<file path="src/sv/shfp_pkg.sv">
`timescale 1ns / 1ps
// ----------------------------------------------------------------------------
// shfp_pkg
// Shared constants and types for the sync-header frame parser: header bytes,
// the status command code, field widths and the decoded result record.
// ----------------------------------------------------------------------------
package shfp_pkg;

    localparam int BYTE_W          = 8;
    localparam int WORD_W          = 16;
    localparam int LEN_W           = 5;   // frame length and payload count width
    localparam int PAYLOAD_MAX_DEF = 20;  // default payload buffer depth

    // Header and command codes
    localparam logic [BYTE_W-1:0] SYNC_FIRST  = 8'hAA;
    localparam logic [BYTE_W-1:0] SYNC_SECOND = 8'h55;
    localparam logic [BYTE_W-1:0] CMD_STATUS  = 8'h04;
    localparam logic [LEN_W-1:0]  STATUS_LEN  = 5'd19;

    // Status frame layout: nine big-endian words, then the mode byte
    localparam int WORD_CNT = 9;
    localparam int MODE_IDX = 18;

    typedef struct packed {
        logic [WORD_CNT-1:0][WORD_W-1:0] words;
        logic [BYTE_W-1:0]               mode;
    } t_result;

endpackage

</file>
<file path="src/sv/shfp_parser.sv">
`timescale 1ns / 1ps
// ----------------------------------------------------------------------------
// shfp_parser
// Frame state machine: header hunt, command and length capture, payload
// buffering with a running 8-bit sum, and the checksum test that flags a
// good status frame. The decoded status record is read from the buffer.
// ----------------------------------------------------------------------------
module shfp_parser
    import shfp_pkg::*;
#(
    parameter int PAYLOAD_MAX = PAYLOAD_MAX_DEF
) (
    input  logic              i_clk,
    input  logic              i_rst_n,
    input  logic              i_step,     // consume i_byte this cycle
    input  logic [BYTE_W-1:0] i_byte,
    output logic              o_hit,      // i_byte closes a good status frame
    output t_result           o_result
);

    localparam int IDX_W = $clog2(PAYLOAD_MAX);

    // Parse phases
    localparam logic [2:0] PH_HUNT    = 3'd0;
    localparam logic [2:0] PH_EXPECT  = 3'd1;
    localparam logic [2:0] PH_CMD     = 3'd2;
    localparam logic [2:0] PH_LEN     = 3'd3;
    localparam logic [2:0] PH_PAYLOAD = 3'd4;
    localparam logic [2:0] PH_CHECK   = 3'd5;

    logic [2:0]        r_phase, n_phase;
    logic [BYTE_W-1:0] r_sum, n_sum;
    logic [BYTE_W-1:0] r_cmd, n_cmd;
    logic [LEN_W-1:0]  r_len, n_len;
    logic [LEN_W-1:0]  r_count, n_count;
    logic [LEN_W-1:0]  w_count_inc;
    logic [BYTE_W-1:0] w_sum_add;
    logic              w_wr_en;
    logic              w_hit;

    logic [BYTE_W-1:0] r_store [PAYLOAD_MAX];

    assign w_sum_add   = r_sum + i_byte;
    assign w_count_inc = r_count + 1'b1;

    // Next-state logic for one received byte
    always_comb begin
        n_phase = r_phase;
        n_sum   = r_sum;
        n_cmd   = r_cmd;
        n_len   = r_len;
        n_count = r_count;
        w_wr_en = 1'b0;
        w_hit   = 1'b0;
        case (r_phase)
            PH_HUNT: begin
                if (i_byte == SYNC_FIRST) begin
                    n_phase = PH_EXPECT;
                    n_sum   = i_byte;
                end
            end
            PH_EXPECT: begin
                if (i_byte == SYNC_SECOND) begin
                    n_phase = PH_CMD;
                    n_sum   = w_sum_add;
                end else begin
                    n_phase = PH_HUNT;
                end
            end
            PH_CMD: begin
                n_cmd   = i_byte;
                n_sum   = w_sum_add;
                n_phase = PH_LEN;
            end
            PH_LEN: begin
                if (i_byte > BYTE_W'(PAYLOAD_MAX)) begin
                    // oversized frame: drop, keep old length
                    n_phase = PH_HUNT;
                    n_sum   = '0;
                end else begin
                    n_len   = i_byte[LEN_W-1:0];
                    n_sum   = w_sum_add;
                    n_count = '0;
                    n_phase = PH_PAYLOAD;
                end
            end
            PH_PAYLOAD: begin
                // zero length still takes one byte
                w_wr_en = (r_count < LEN_W'(PAYLOAD_MAX));
                n_count = w_count_inc;
                n_sum   = w_sum_add;
                if (w_count_inc >= r_len) begin
                    n_phase = PH_CHECK;
                end
            end
            PH_CHECK: begin
                w_hit   = (i_byte == r_sum) && (r_cmd == CMD_STATUS) &&
                          (r_len == STATUS_LEN);
                n_phase = PH_HUNT;
            end
            default: begin
                n_phase = PH_HUNT;
            end
        endcase
    end

    // Control state
    always_ff @(posedge i_clk) begin
        if (!i_rst_n) begin
            r_phase <= PH_HUNT;
            r_sum   <= '0;
            r_cmd   <= '0;
            r_len   <= '0;
            r_count <= '0;
        end else if (i_step) begin
            r_phase <= n_phase;
            r_sum   <= n_sum;
            r_cmd   <= n_cmd;
            r_len   <= n_len;
            r_count <= n_count;
        end
    end

    // Payload buffer, one write per payload byte
    always_ff @(posedge i_clk) begin
        if (i_step && w_wr_en) begin
            r_store[r_count[IDX_W-1:0]] <= i_byte;
        end
    end

    // Status record: big-endian word pairs and the mode byte
    always_comb begin
        for (int k = 0; k < WORD_CNT; k++) begin
            o_result.words[k] = {r_store[2*k], r_store[2*k+1]};
        end
        o_result.mode = r_store[MODE_IDX];
    end

    assign o_hit = w_hit;

    // While buffering, the count has not yet reached the length
    // (a zero-length frame sits at count zero).
    a_payload_count: assert property (@(posedge i_clk) disable iff (!i_rst_n)
        (r_phase == PH_PAYLOAD) |-> ((r_count < r_len) || (r_count == '0)))
        else $error("payload count passed frame length");

    // The checksum phase is only reached with the full payload taken
    a_check_count: assert property (@(posedge i_clk) disable iff (!i_rst_n)
        (r_phase == PH_CHECK) |-> (r_count >= r_len))
        else $error("checksum phase with short payload");

endmodule

</file>
<file path="src/sv/sync_header_frame_parser_unit.sv">
`timescale 1ns / 1ps
// Result path: the checksum byte passes the input byte register, then the result register.
// Throughput: one byte per cycle; the input side stalls only when a good frame
//   ends while the previous result still waits in the output register.
// Reset: synchronous, active low; clears parser control state and both valid
//   flags. The payload buffer is not cleared and needs no clearing pass.
// ----------------------------------------------------------------------------
// sync_header_frame_parser_unit
// Top level: input byte register, frame parser and the result register that
// holds the decoded status record until it is transferred.
// ----------------------------------------------------------------------------
module sync_header_frame_parser_unit
    import shfp_pkg::*;
#(
    parameter int PAYLOAD_MAX = PAYLOAD_MAX_DEF
) (
    input  logic              i_clk,
    input  logic              i_rst_n,
    // byte input
    input  logic              i_valid,
    output logic              o_ready,
    input  logic [BYTE_W-1:0] i_rx_byte,
    // status record output
    output logic              o_valid,
    input  logic              i_ready,
    output logic [WORD_W-1:0] o_angle,
    output logic [WORD_W-1:0] o_location,
    output logic [WORD_W-1:0] o_target_position,
    output logic [WORD_W-1:0] o_angle_gain_p,
    output logic [WORD_W-1:0] o_angle_gain_i,
    output logic [WORD_W-1:0] o_angle_gain_d,
    output logic [WORD_W-1:0] o_position_gain_p,
    output logic [WORD_W-1:0] o_position_gain_i,
    output logic [WORD_W-1:0] o_position_gain_d,
    output logic [BYTE_W-1:0] o_op_mode
);

    logic              r_in_valid;
    logic [BYTE_W-1:0] r_in_byte;
    logic              r_out_valid;
    t_result           r_out;

    logic              w_hit;
    t_result           w_result;
    logic              w_out_free;
    logic              w_advance;

    shfp_parser #(
        .PAYLOAD_MAX(PAYLOAD_MAX)
    ) u_parser (
        .i_clk    (i_clk),
        .i_rst_n  (i_rst_n),
        .i_step   (w_advance),
        .i_byte   (r_in_byte),
        .o_hit    (w_hit),
        .o_result (w_result)
    );

    // Held byte moves on unless it produces a result with no room for it
    assign w_out_free = !r_out_valid || i_ready;
    assign w_advance  = r_in_valid && (!w_hit || w_out_free);
    assign o_ready    = !r_in_valid || w_advance;

    // Input byte register
    always_ff @(posedge i_clk) begin
        if (!i_rst_n) begin
            r_in_valid <= 1'b0;
        end else if (o_ready) begin
            r_in_valid <= i_valid;
        end
    end

    always_ff @(posedge i_clk) begin
        if (i_valid && o_ready) begin
            r_in_byte <= i_rx_byte;
        end
    end

    // Result register
    always_ff @(posedge i_clk) begin
        if (!i_rst_n) begin
            r_out_valid <= 1'b0;
        end else if (w_advance && w_hit) begin
            r_out_valid <= 1'b1;
        end else if (i_ready) begin
            r_out_valid <= 1'b0;
        end
    end

    always_ff @(posedge i_clk) begin
        if (w_advance && w_hit) begin
            r_out <= w_result;
        end
    end

    assign o_valid           = r_out_valid;
    assign o_angle           = r_out.words[0];
    assign o_location        = r_out.words[1];
    assign o_target_position = r_out.words[2];
    assign o_angle_gain_p    = r_out.words[3];
    assign o_angle_gain_i    = r_out.words[4];
    assign o_angle_gain_d    = r_out.words[5];
    assign o_position_gain_p = r_out.words[6];
    assign o_position_gain_i = r_out.words[7];
    assign o_position_gain_d = r_out.words[8];
    assign o_op_mode         = r_out.mode;

    // A new result always comes from a held input byte
    a_out_source: assert property (@(posedge i_clk) disable iff (!i_rst_n)
        $rose(r_out_valid) |-> $past(r_in_valid))
        else $error("result appeared without an input byte");

    // A held byte that cannot advance stays put
    a_in_hold: assert property (@(posedge i_clk) disable iff (!i_rst_n)
        (r_in_valid && !w_advance) |=> (r_in_valid && $stable(r_in_byte)))
        else $error("stalled input byte lost or changed");

    // Back-pressure only when a result is blocked at the output
    a_stall_cause: assert property (@(posedge i_clk) disable iff (!i_rst_n)
        !o_ready |-> (r_in_valid && r_out_valid && !i_ready))
        else $error("input stalled without a blocked result");

endmodule

</file>
<file path="config.mk">
export PLATFORM = sky130hd
export DESIGN_NAME = sync_header_frame_parser_unit
export DESIGN_NICKNAME = d
export VERILOG_FILES = /design/src/sv/shfp_pkg.sv /design/src/sv/shfp_parser.sv /design/src/sv/sync_header_frame_parser_unit.sv
export SDC_FILE = /design/constraint.sdc
export NUM_CORES = 1
export LEC_CHECK = 0
export ABC_AREA = 0
export BUFFER_PORTS_ARGS = -buffer_cell sky130_fd_sc_hd__buf_2
export CAP_MARGIN = 20
export CORE_ASPECT_RATIO = 1.2
export CORE_MARGIN = 4
export CORE_UTILIZATION = 30
export CTS_BUF_LIST = sky130_fd_sc_hd__clkbuf_8
export CTS_CLUSTER_SIZE = 30
export DETAILED_ROUTE_END_ITERATION = 8
export REMOVE_ABC_BUFFERS = 1
export SYNTH_ARGS = -nofsm -noshare
export SYNTH_HDL_FRONTEND = slang
export SYNTH_SLANG_ARGS = --single-unit
</file>
<file path="constraint.sdc">
create_clock -name i_clk -period 57.9 [get_ports i_clk]
set_input_delay 11.58 -clock i_clk [delete_from_list [all_inputs] [get_ports i_clk]]
set_output_delay 11.58 -clock i_clk [all_outputs]
set_load 0.05 [all_outputs]
</file>
### Word-level counts from Yosys, hierarchy flattened

Memories as Yosys holds them, arrays and structs flattened. A register that Yosys moved wholly into a read port is not among the register bits.
Cells that the tools add are included.

| storage, ports and cells | value |
|---|---|
| memory bits (writable) | 160 |
| word-level logic and storage cells | 68 |
| memory bits (read-only) | 0 |
| bits of input ports | 12 |
| output and inout port bits | 154 |
| memories | 1 |
| bits in latches | 0 |
| flip-flop bits (word level) | 39 |

Memories:

| memory | words | bits a word | read ports | clocked after Yosys merged registers in | wr ports | line | text |
|---|---|---|---|---|---|---|---|
| u_parser.r_store | 20 | 8 | 19 | 19 | 1 | shfp_parser.sv:41 | `logic [BYTE_W-1:0] r_store [PAYLOAD_MAX];` |

| operators by class | value |
|---|---|
| shifts and indexed selects | 0 |
| mux-type cells | 17 |
| $lt $le $gt $ge | 3 |
| bitwise gates (word level) | 1 |
| $mul | 0 |
| add/subtract/negate cells | 2 |
| equal/unequal tests | 14 |
| reductions and logical operators | 22 |
| divide/modulo/power cells | 0 |

Operator list:

| operator | count |
|---|---|
| one-hot mux 8 bit (4 select lines) | 1 |
| two-way mux 8 bit | 3 |
| one-hot mux 3 bit (5 select lines) | 1 |
| one-hot mux 5 bit (2 select lines) | 1 |
| two-way mux 3 bit | 3 |
| AND reduction 3 bit | 3 |
| adder 8 bit | 1 |
| == test 8 x 3 -> 1 bit, second input constant | 1 |
| == test 8 x 7 -> 1 bit, second input constant | 1 |
| == test 8 bit | 1 |
| == test 8 bit, second input constant | 1 |
| greater-than comparator 8 x 5 -> 1 bit, second input constant | 1 |
| == test 3 x 2 -> 1 bit, second input constant | 2 |
| == test 3 bit, second input constant | 2 |
| logical AND 1 bit | 6 |
| two-way mux 1 bit | 6 |
| inequality test 2 x 1 -> 1 bit, second input constant | 3 |
| adder 5 x 1 -> 5 bit, second input constant | 1 |
| == test 5 bit, second input constant | 1 |
| >= comparator 5 bit | 1 |
| < comparator 5 bit, second input constant | 1 |
| two-way mux 5 bit | 1 |
| AND reduction 4 bit | 1 |
| nonzero test 2 bit | 2 |
| 10 further kinds | 14 |

### Depth between registers and ports, before layout

Gate-level depths: netlist of run 1.

| logic depth | value |
|---|---|
| depth in word-level cells | 10 |
| mapped depth | 8 |
| depth with buffers taken out | 8 |

### Modules after synthesis

Synthesis of run 1 repeated with hierarchy kept, for this count alone.

| unflattened totals | value |
|---|---|
| cells, all modules | 568 |
| area, all modules | 11531.1 µm² |

By module, submodules not included:

| module | instances | area each (µm²) | cells an instance | seq. area each (µm²) |
|---|---|---|---|---|
| shfp_parser | 1 | 6608.8 | 396 | 5144.9 |
| sync_header_frame_parser_unit | 1 | 4922.2 | 172 | 4844.6 |

### Least setup slack after synthesis of run 1

Ideal clock, no wire load.

| timing path | value |
|---|---|
| kind | in2reg |
| start point | in i_ready |
| end point | reg, netlist name o_angle[0] |
| stages | 4 |
| required time | 56862 ps |
| library setup time | 1038 ps |
| data arrival time | 26258 ps |
| slack | 30603 ps |
| buffers on the path | 0 |
| path through | nor2b_1 -> nand4_4 -> o21ai_2 -> nor4_1 |

| on the way | value |
|---|---|
| cells in the longest elaborated chain, start to end | 4 |

RTL lines:

| item | line | text |
|---|---|---|
| start: declaration | sync_header_frame_parser_unit.sv:25 | `input logic i_ready,` |
| logical OR 1 bit | sync_header_frame_parser_unit.sv:60 | `assign w_out_free = !r_out_valid \|\| i_ready;` |
| logical OR 1 bit | sync_header_frame_parser_unit.sv:61 | `assign w_advance = r_in_valid && (!w_hit \|\| w_out_free);` |
| logical AND 1 bit | sync_header_frame_parser_unit.sv:61 |  |
| logical AND 1 bit | sync_header_frame_parser_unit.sv:91 | `if (w_advance && w_hit) begin` |

No other way between the ends.
A chain may end at the register's enable or synchronous reset.

### Worst setup path in the final report of run 1

| timing path | value |
|---|---|
| start point | in i_ready |
| end point | out o_ready |

| on the way | value |
|---|---|
| cells in the longest elaborated chain, start to end | 4 |

RTL lines:

| item | line | text |
|---|---|---|
| logical OR 1 bit | sync_header_frame_parser_unit.sv:60 |  |
| logical OR 1 bit | sync_header_frame_parser_unit.sv:61 |  |
| logical AND 1 bit | sync_header_frame_parser_unit.sv:61 |  |
| logical OR 1 bit | sync_header_frame_parser_unit.sv:62 | `assign o_ready = !r_in_valid \|\| w_advance;` |
| end: declaration | sync_header_frame_parser_unit.sv:21 | `output logic o_ready,` |

No other way between the ends.

==> flow_metrics.env, run 1 <==
export IMPL_antenna_left=0
export IMPL_fin_crit_sh=0.4177
export IMPL_synth_top_family_by_area="simple AND/OR/NAND/NOR gates"
export IMPL_cts_tree="done"
export IMPL_initial_utilization=0.3059
export IMPL_startpoint="i_ready"
export IMPL_cp_top_family="simple AND/OR/NAND/NOR gates"
export IMPL_grt_antenna_before_repair=0
export IMPL_synth_seq_area_share=0.8559
export IMPL_path_cells="buf_2 -> nor2b_1 -> nor4b_2 -> nand2_1 -> buf_2"
export IMPL_synth_simple_area_share=0.05660
export IMPL_synthAdderAreaFrac=0.01887
export IMPL_reg2reg_from="r_in_byte[3]"
export IMPL_rsz0062_at_grt="false"
export IMPL_dp_hpwl_mm=14.84
export IMPL_cp_end_kind="output pin"
export IMPL_crit_top_cell="buf_2"
export IMPL_clk_path_buf_depth=3
export IMPL_syn2layout_area_growth_pct=22.26
export IMPL_vias=5795
export IMPL_final_nets=828
export IMPL_vias_per_cell=4.252
export IMPL_grt_ovfl_total=0
export IMPL_num_rows=78
export IMPL_syn_cell_area_sq_um=11670
export IMPL_powerDensity_nw_per_um2=34.04
export IMPL_cts_resized=0
export IMPL_grt_pass1_wl_mm=35.48
export IMPL_setup_tns_ps=0
export IMPL_die_width_microns=188.1
export IMPL_synth_edff_count=312
export IMPL_cts_root_buf="clkbuf_8"
export IMPL_synth_common_cells="312 x edfxtp_1, 31 x dfxtp_1, 29 x a21oi_1, 22 x nor2_1, 16 x ha_1"
export IMPL_leakagePower_uw=0.005043
export IMPL_drc=0
export IMPL_critPathKind="in2out"
export IMPL_crit_fanout=3
export IMPL_wl_per_cell_microns=17.67
export IMPL_muxShareOfSynthArea=0.007719
export IMPL_fmax_ghz=0.04135
export IMPL_yosys_area_share_xor_xnor=0.006754
export IMPL_report_final_slew_viol_count=0
export IMPL_cts_setup_buffers=0
export IMPL_htree_levels=2
export IMPL_routabilityCongestion=0.6966
export IMPL_yosysTopAreaCellShare=0.8027
export IMPL_synth_area_leaders="edfxtp_1 80%, dfxtp_1 5.3%, ha_1 1.7%"
export IMPL_synthArstFlopShare=0
export IMPL_period_needed_ps=24180
export IMPL_grt_max_degree=79
export IMPL_clkSinkCount=343
export IMPL_dieArea_sq_um=42140
export IMPL_worstSkewPairLatency_ps=580
export IMPL_nFillCells=3535
export IMPL_required_ps=46320
export IMPL_ios=166
export IMPL_grt_use_total=0.1104
export IMPL_synth_flop_cell="edfxtp_1"
export IMPL_placed_area_sq_um=13170
export IMPL_syn_area_per_cell_sq_um=20.05
export IMPL_fin_total_pwr_uw=485.7
export IMPL_yosysWarningCount=0
export IMPL_cts_made_buffers=52
export IMPL_portBuffers=165
export IMPL_ys_types=62
export IMPL_cp_num_buf_inv=2
export IMPL_min_from="u_parser.r_store[5][3]"
export IMPL_critPathMaxStageDelay_ps=310
export IMPL_setup_viol=0
export IMPL_drt_first_pass_iters=4
export IMPL_worst_hold_path_type="reg2reg"
export IMPL_finalClockSkew_ps=27.94
export IMPL_ys_ff_latch=343
export IMPL_first_iter_violations=280
export IMPL_crit_arrival_ps=12600
export IMPL_ir_drop_mv=0.01495
export IMPL_fin_util=0.3739
export IMPL_synth_largest_area_cell="edfxtp_1"
export IMPL_maxCapViolCount=0
export IMPL_wirelength_mm=24.09
export IMPL_layout_drive_gt1_share=0.3076
export IMPL_synth_compound_area_frac=0.04513
export IMPL_die_y_microns=224.1
export IMPL_worstSetupStartpointType="primary input"
export IMPL_tightest_slew_ps=1017
export IMPL_synth_cells=582
export IMPL_outcome="finished clean"
export IMPL_relSlewSlack=0.3222
export IMPL_clk_pin_slew_ps=60
export IMPL_slowest_stage="nor4b_2"
export IMPL_fin_area_sq_um=14270
export IMPL_cts_hold_buffers=0
export IMPL_hold_violations=0
export IMPL_hold_worst_slack_ps=411.7
export IMPL_coreArea_sq_um=38160
export IMPL_synth_most_common_cell="edfxtp_1"
export IMPL_grt_pass1_vias=5926
## cell usage in the layout, fill, tap and decap left out, types with 4 or more instances in the layout
cell,Yosys,routed
nor3_1,6,6
clkbuf_8,0,52
a21oi_1,29,29
nand2_1,10,10
nand2b_1,6,6
dfxtp_1,31,31
nand3_1,13,13
bufinv_16,0,7
clkinv_1,0,13
a211oi_1,8,8
o21ai_0,8,8
and3_1,8,8
mux2i_1,9,9
buf_2,3,165
buf_4,3,10
inv_1,11,28
o21a_1,4,4
edfxtp_1,312,312
ha_1,16,16
nor2b_1,8,8
nor2_1,22,22
o21ai_1,9,9
xor2_1,6,6
## report_power, final
part           switching [uW]  total (uW)  internal, uW
clock                    90.6         207           116
combinational            7.24        9.31          2.07
sequential              0.285         270           269
## per-stage QoR
stage / std cells / setup slack [ps]
after floorplan: 570 / 30520
after global placement: 1265 / 33690
after detailed placement: 1265 / 33690
after CTS: 1362 / 33690
after global routing: 1362 / 33630
final: 1363 / 33720
## final timing paths
check | slack (ps) | depth (start not counted) | end
setup / recovery | 33720 | 5 | o_ready
hold / removal | 410 | 0 | o_target_position[3]
setup reg to reg | 53570 | 7 | o_position_gain_p[15]
hold reg to reg | 410 | 0 | o_target_position[3]
## worst reg2reg max path: stages (launching register included)
cell	delay (ps)
edfxtp_1	330
buf_4	370
ha_1	420
nor4_4	410
nand4_4	260
nor4_2	330
buf_4	830
buf_4	900
## layout make-up
class                           count  area (sq um)  share of cell area
Sequential cell                   343          9990              0.7001
Multi-Input combinational cell    215          1583              0.1109
Timing Repair Buffer              175         900.9             0.06314
Clock buffer                       52         715.7             0.05016
Tap cell                          520         650.6             0.04560
Clock inverter                     45         381.6             0.02674
Inverter                           12         45.04            0.003157
Antenna cell                        1         2.502           0.0001754
## per-layer routing
layer	routed length (microns)	share of wire	global-route usage
met5	0	0	0
met4	568	0.024	0.04145
met3	1300	0.054	0.02338
met2	12510	0.52	0.1963
met1	9706	0.40	0.1319
## kinds of logic after synthesis
group	count (synthesis)
XOR/XNOR	9
flip-flops	343
buffers and inverters	24
multiplexers	9
AO/OA/AOI/OAI	79
adder cells (fa/ha/maj)	17
AND/OR/NAND/NOR	101
## registers in the layout (all words and copies together) (netlist names)
name,flops
u_parser.r_store,152
o_angle,16
o_angle_gain_d,16
o_angle_gain_i,16
o_angle_gain_p,16
o_location,16
o_position_gain_d,16
o_position_gain_i,16
o_position_gain_p,16
o_target_position,16
o_op_mode,8
r_in_byte,8
u_parser.r_cmd,8
u_parser.r_sum,8
u_parser.r_count,5
u_parser.r_len,5
u_parser.r_phase,3
o_valid,1
r_in_valid,1
No activity file was read; power rests on OpenSTA's default activity.
==> inputs of run 2 (changes only) <==
clock period = 22.1 ns   (was 57.9 ns; I/O delays follow)
==> run 2 against run 1 <==
  * Count of clock-buffer cells in the layout rose by 1
  * Sequential cell count unchanged
  * Design area decreased by 0.74%
  * Global-route usage about the same
  * Clock power is 140% higher
  * Register-to-register slack lost 35000 ps
  * Largest power group unchanged
  * Highest routed layer unchanged
==> flow_metrics.env, run 2 (same netlist as run 1, synthesis figures left out) <==
export IMPL_grt_antenna_before_repair=0
export IMPL_wl_met2_mm=12.18
export IMPL_fmax_ghz=0.1013
export IMPL_drc=0
export IMPL_cts_setup_buffers=0
export IMPL_leakagePower_uw=0.004972
export IMPL_finalClockSkew_ps=32.91
export IMPL_relSlewSlack=0.2949
export IMPL_min_from="u_parser.r_store[10][4]"
export IMPL_cp_end_kind="output pin"
export IMPL_die_y_microns=224.1
export IMPL_rrSetupSlack_ps=18560
export IMPL_cts_root_buf="clkbuf_8"
export IMPL_dieArea_sq_um=42140
export IMPL_crit_fanout=3
export IMPL_startpoint="i_ready"
export IMPL_worstSetupStartpointType="primary input"
export IMPL_timing_final_ws_setup_ps=12230
export IMPL_ir_drop_mv=0.03700
export IMPL_wl_met1_mm=9.794
export IMPL_dp_hpwl_mm=14.46
export IMPL_first_iter_violations=436
export IMPL_critPathMaxStageDelay_ps=310
export IMPL_powerDensity_nw_per_um2=86.09
export IMPL_reg2reg_from="r_in_byte[3]"
export IMPL_wl_per_cell_microns=17.53
export IMPL_grt_ovfl_total=0
export IMPL_syn2layout_area_growth_pct=21.36
export IMPL_grt_pass1_vias=5965
export IMPL_cts_made_buffers=52
export IMPL_report_final_slew_viol_count=0
export IMPL_layout_commonest_cell="edfxtp_1"
export IMPL_vias=5771
export IMPL_fin_util=0.3712
export IMPL_multi_input_area_sq_um=1583
export IMPL_routabilityCongestion=0.7102
export IMPL_slowest_stage="nor4b_2"
export IMPL_crit_arrival_ps=5450
export IMPL_antenna_left=0
export IMPL_worstSkewPairLatency_ps=590
export IMPL_setup_tns_ps=0
export IMPL_critPathKind="in2out"
export IMPL_final_nets=827
export IMPL_highest_layer="met4"
export IMPL_cts_resized=0
export IMPL_clkSinkCount=343
export IMPL_grt_max_degree=153
export IMPL_path_cells="buf_2 -> nor2b_1 -> nor4b_2 -> nand2_1 -> buf_2"
export IMPL_outcome="finished clean"
export IMPL_layout_drive_gt1_share=0.3194
export IMPL_largest_reg_flops=152
export IMPL_worst_hold_path_type="reg2reg"
export IMPL_route_met3_wl_mm=1.248
export IMPL_initial_utilization=0.3059
export IMPL_hold_violations=0
export IMPL_layout_area_seq_sq_um=9990
export IMPL_period_needed_ps=9872
export IMPL_htree_levels=2
export IMPL_tightest_slew_ps=1058
export IMPL_ios=166
export IMPL_maxCapViolCount=0
export IMPL_wirelength_mm=23.84
export IMPL_coreArea_sq_um=38160
export IMPL_setup_viol=0
export IMPL_grt_pass1_wl_mm=35.58
export IMPL_dp_slack_ps=12190
export IMPL_portBuffers=165
export IMPL_required_ps=17680
export IMPL_die_width_microns=188.1
export IMPL_num_rows=78
export IMPL_grt_use_total=0.1101
export IMPL_vias_per_cell=4.243
export IMPL_nFillCells=3552
export IMPL_cts_hold_buffers=0
export IMPL_final_cell_mix="312 x edfxtp_1, 165 x buf_2, 53 x clkbuf_8"
export IMPL_drt_first_pass_iters=4
export IMPL_fin_total_pwr_uw=1219
export IMPL_rsz0062_at_grt="false"
export IMPL_cts_tree="done"
export IMPL_clk_pin_slew_ps=70
export IMPL_clk_path_buf_depth=3
export IMPL_fin_crit_sh=0.4467
export IMPL_crit_top_cell="buf_2"
[run 2: changes by cell type in the layout (fill, tap and decap cells not counted), sizes merged]
cell,before,now
buf,175,174
inv,32,19
bufinv,7,2
clkinv,16,31
clkbuf,52,53
[run 2: routing by layer]
layer | vias up | GRT usage
li1 | 2726 | -
met1 | 2837 | 0.1326
met2 | 168 | 0.1922
met3 | 40 | 0.02494
met4 | 0 | 0.04334
met5 | - | 0
[run 2: worst max-delay path: cells and delay by family]
family	cells	cell delay [ps]
buffers and inverters	2	350
and+or+nand+nor	3	690
[run 2: path summary, 6_finish.rpt]
check | cells past startpoint | endpoint
min reg2reg | 0 | o_angle_gain_d[12]
min | 0 | o_angle_gain_d[12]
max | 5 | o_ready
max reg2reg | 7 | o_target_position[12]
[run 2: layout make-up]
class	count	share of cell area
Inverter	12	0.003180
Clock buffer	53	0.05150
Antenna cell	1	0.0001767
Timing Repair Buffer	174	0.06396
Clock inverter	42	0.01820
Multi-Input combinational cell	215	0.1117
Tap cell	520	0.04594
Sequential cell	343	0.7053
[run 2: per-stage QoR]
step | instance area [sq um] | std cells | hold slack (ps)
2_1_floorplan | 11610 | 570 | 400.3
3_3_place_gp | 13170 | 1264 | 400.7
3_5_place_dp | 13170 | 1264 | 404.5
4_1_cts | 14160 | 1359 | 408.3
5_1_grt | 14160 | 1359 | 411.9
6_report | 14160 | 1360 | 408.9
[run 2: power breakdown]
part / switching (uW) / total (uW) / leakage, uW / internal [uW]
logic: 18.9 / 24.4 / 0.00137 / 5.43
registers: 0.740 / 707 / 0.00306 / 706
clock network: 238 / 488 / 0.000542 / 250
==> inputs of run 3 (changes only) <==
clock period = 10.3 ns   (was 22.1 ns; I/O delays follow)
==> run 3 against run 2 <==
  * First-iteration DRC count decreased by 33%
  * Sequential power increased by 110%
  * Critical endpoint unchanged
  * Sequential cell count unchanged
  * Sequential share of layout area increased by 0.24 points
  * Critical path type unchanged
  * Die area unchanged
  * Largest cell class unchanged
  * Highest routed layer is now met5
  * Global-route usage decreased by 0.078 points
  * Non-clock buffer count increased by 2
==> flow_metrics.env, run 3 (same netlist as run 1, synthesis figures left out) <==
export IMPL_final_cells=1355
export IMPL_leakagePower_uw=0.004941
export IMPL_dp_hpwl_mm=15.03
export IMPL_ios=166
export IMPL_grt_pass1_vias=5875
export IMPL_cp_end_kind="output pin"
export IMPL_grt_use_total=0.1093
export IMPL_layout_drive_gt1_share=0.3117
export IMPL_grt_max_degree=65
export IMPL_relSlewSlack=0.4365
export IMPL_grt_antenna_before_repair=6
export IMPL_vias=5809
export IMPL_clk_pin_slew_ps=60
export IMPL_startpoint="i_ready"
export IMPL_crit_fanout=3
export IMPL_clkSinkCount=343
export IMPL_cts_made_buffers=49
export IMPL_drt_first_pass_iters=4
export IMPL_die_width_microns=188.1
export IMPL_largest_reg_flops=152
export IMPL_maxCapViolCount=0
export IMPL_reg2reg_from="r_in_byte[3]"
export IMPL_worstSkewPairLatency_ps=570
export IMPL_fin_crit_sh=0.5026
export IMPL_report_final_slew_viol_count=0
export IMPL_ir_drop_mv=0.06304
export IMPL_powerDensity_nw_per_um2=182.8
export IMPL_tightest_slew_ps=842.1
export IMPL_period_needed_ps=5177
export IMPL_min_from="u_parser.r_store[6][3]"
export IMPL_final_nets=826
export IMPL_drc=0
export IMPL_cts_tree="done"
export IMPL_initial_utilization=0.3059
export IMPL_nFillCells=3541
export IMPL_required_ps=8240
export IMPL_outcome="finished clean"
export IMPL_layout_commonest_cell="edfxtp_1"
export IMPL_crit_arrival_ps=3120
export IMPL_portBuffers=165
export IMPL_hold_violations=0
export IMPL_cts_hold_buffers=0
export IMPL_first_iter_violations=294
export IMPL_cts_resized=0
export IMPL_worstSetupStartpointType="primary input"
export IMPL_die_y_microns=224.1
export IMPL_htree_levels=2
export IMPL_critPathKind="in2out"
export IMPL_dp_cells=1266
export IMPL_dieArea_sq_um=42140
export IMPL_rsz0062_at_grt="false"
export IMPL_final_cell_mix="312 x edfxtp_1, 165 x buf_2, 49 x clkbuf_8"
export IMPL_routabilityCongestion=0.7593
export IMPL_cts_root_buf="clkbuf_8"
export IMPL_worst_hold_path_type="reg2reg"
export IMPL_coreArea_sq_um=38160
export IMPL_fin_util=0.3699
export IMPL_fmax_ghz=0.1932
export IMPL_syn2layout_area_growth_pct=20.94
export IMPL_antenna_left=0
export IMPL_setup_viol=0
export IMPL_finalClockSkew_ps=17.39
export IMPL_clk_path_buf_depth=3
export IMPL_grt_pass1_wl_mm=35.33
export IMPL_wl_per_cell_microns=17.53
export IMPL_vias_per_cell=4.287
export IMPL_wirelength_mm=23.76
export IMPL_num_rows=78
export IMPL_grt_ovfl_total=0
export IMPL_cts_setup_buffers=0
## run 3: changes by cell type in the layout (fill, tap and decap cells not counted), moves of 2 or more
| cell | change |
|---|---|
| buf_4 | +3 |
| clkbuf_8 | -4 |
| inv_1 | +3 |
| clkinv_1 | -2 |
| clkinv_4 | +2 |
| diode_2 | +3 |
| clkinv_2 | -11 |
## run 3: path summary, 6_finish.rpt
check / to / slack [ps] / cells after the start
min: o_angle_gain_p[11] / 410 / 0
max: o_ready / 5120 / 5
min reg2reg: o_angle_gain_p[11] / 410 / 0
max reg2reg: o_angle[13] / 6610 / 7
## run 3: final cells by class
type	count	area (sq um)	share of cell area
Tap cell	520	650.6	0.04610
Clock buffer	49	674.4	0.04778
Multi-Input combinational cell	215	1583	0.1121
Timing Repair Buffer	176	908.4	0.06436
Sequential cell	343	9990	0.7077
Inverter	12	45.04	0.003191
Clock inverter	36	254.0	0.01799
Antenna cell	4	10.01	0.0007092
## run 3: stage by stage
stage                     hold WS (ps)  setup TNS, ps  cell area, sq um  setup slack, ps  total power, uW
after floorplan                  400.3       -1156600             11610            -7563             1570
after global placement           401.9              0             13180             5063             1595
after detailed placement         404.5              0             13180             5088             1596
after CTS                        414.4              0             14100             5081             2619
after global routing             414.5              0             14110             4976             2686
final                            411.5              0             14110             5123             2580
## run 3: critical path, cell delays in order
cell,delay [ps]
buf_2,120
nor2b_1,290
nor4b_2,300
nand2_1,100
buf_2,240
## run 3: power by group
part	internal, uW	switching, uW	leakage [uW]
combinational	11.7	37.7	0.00138
sequential	1510	1.49	0.00306
clock	525	490	0.000503
## run 3: routing by layer
layer | share of wire | wire, microns | up-vias | global-route usage
li1 | - | - | 2726 | -
met1 | 0.38 | 9122 | 2823 | 0.1252
met2 | 0.52 | 12310 | 204 | 0.1951
met3 | 0.070 | 1665 | 50 | 0.03086
met4 | 0.026 | 617 | 6 | 0.04003
met5 | 0.0017 | 41 | - | 0
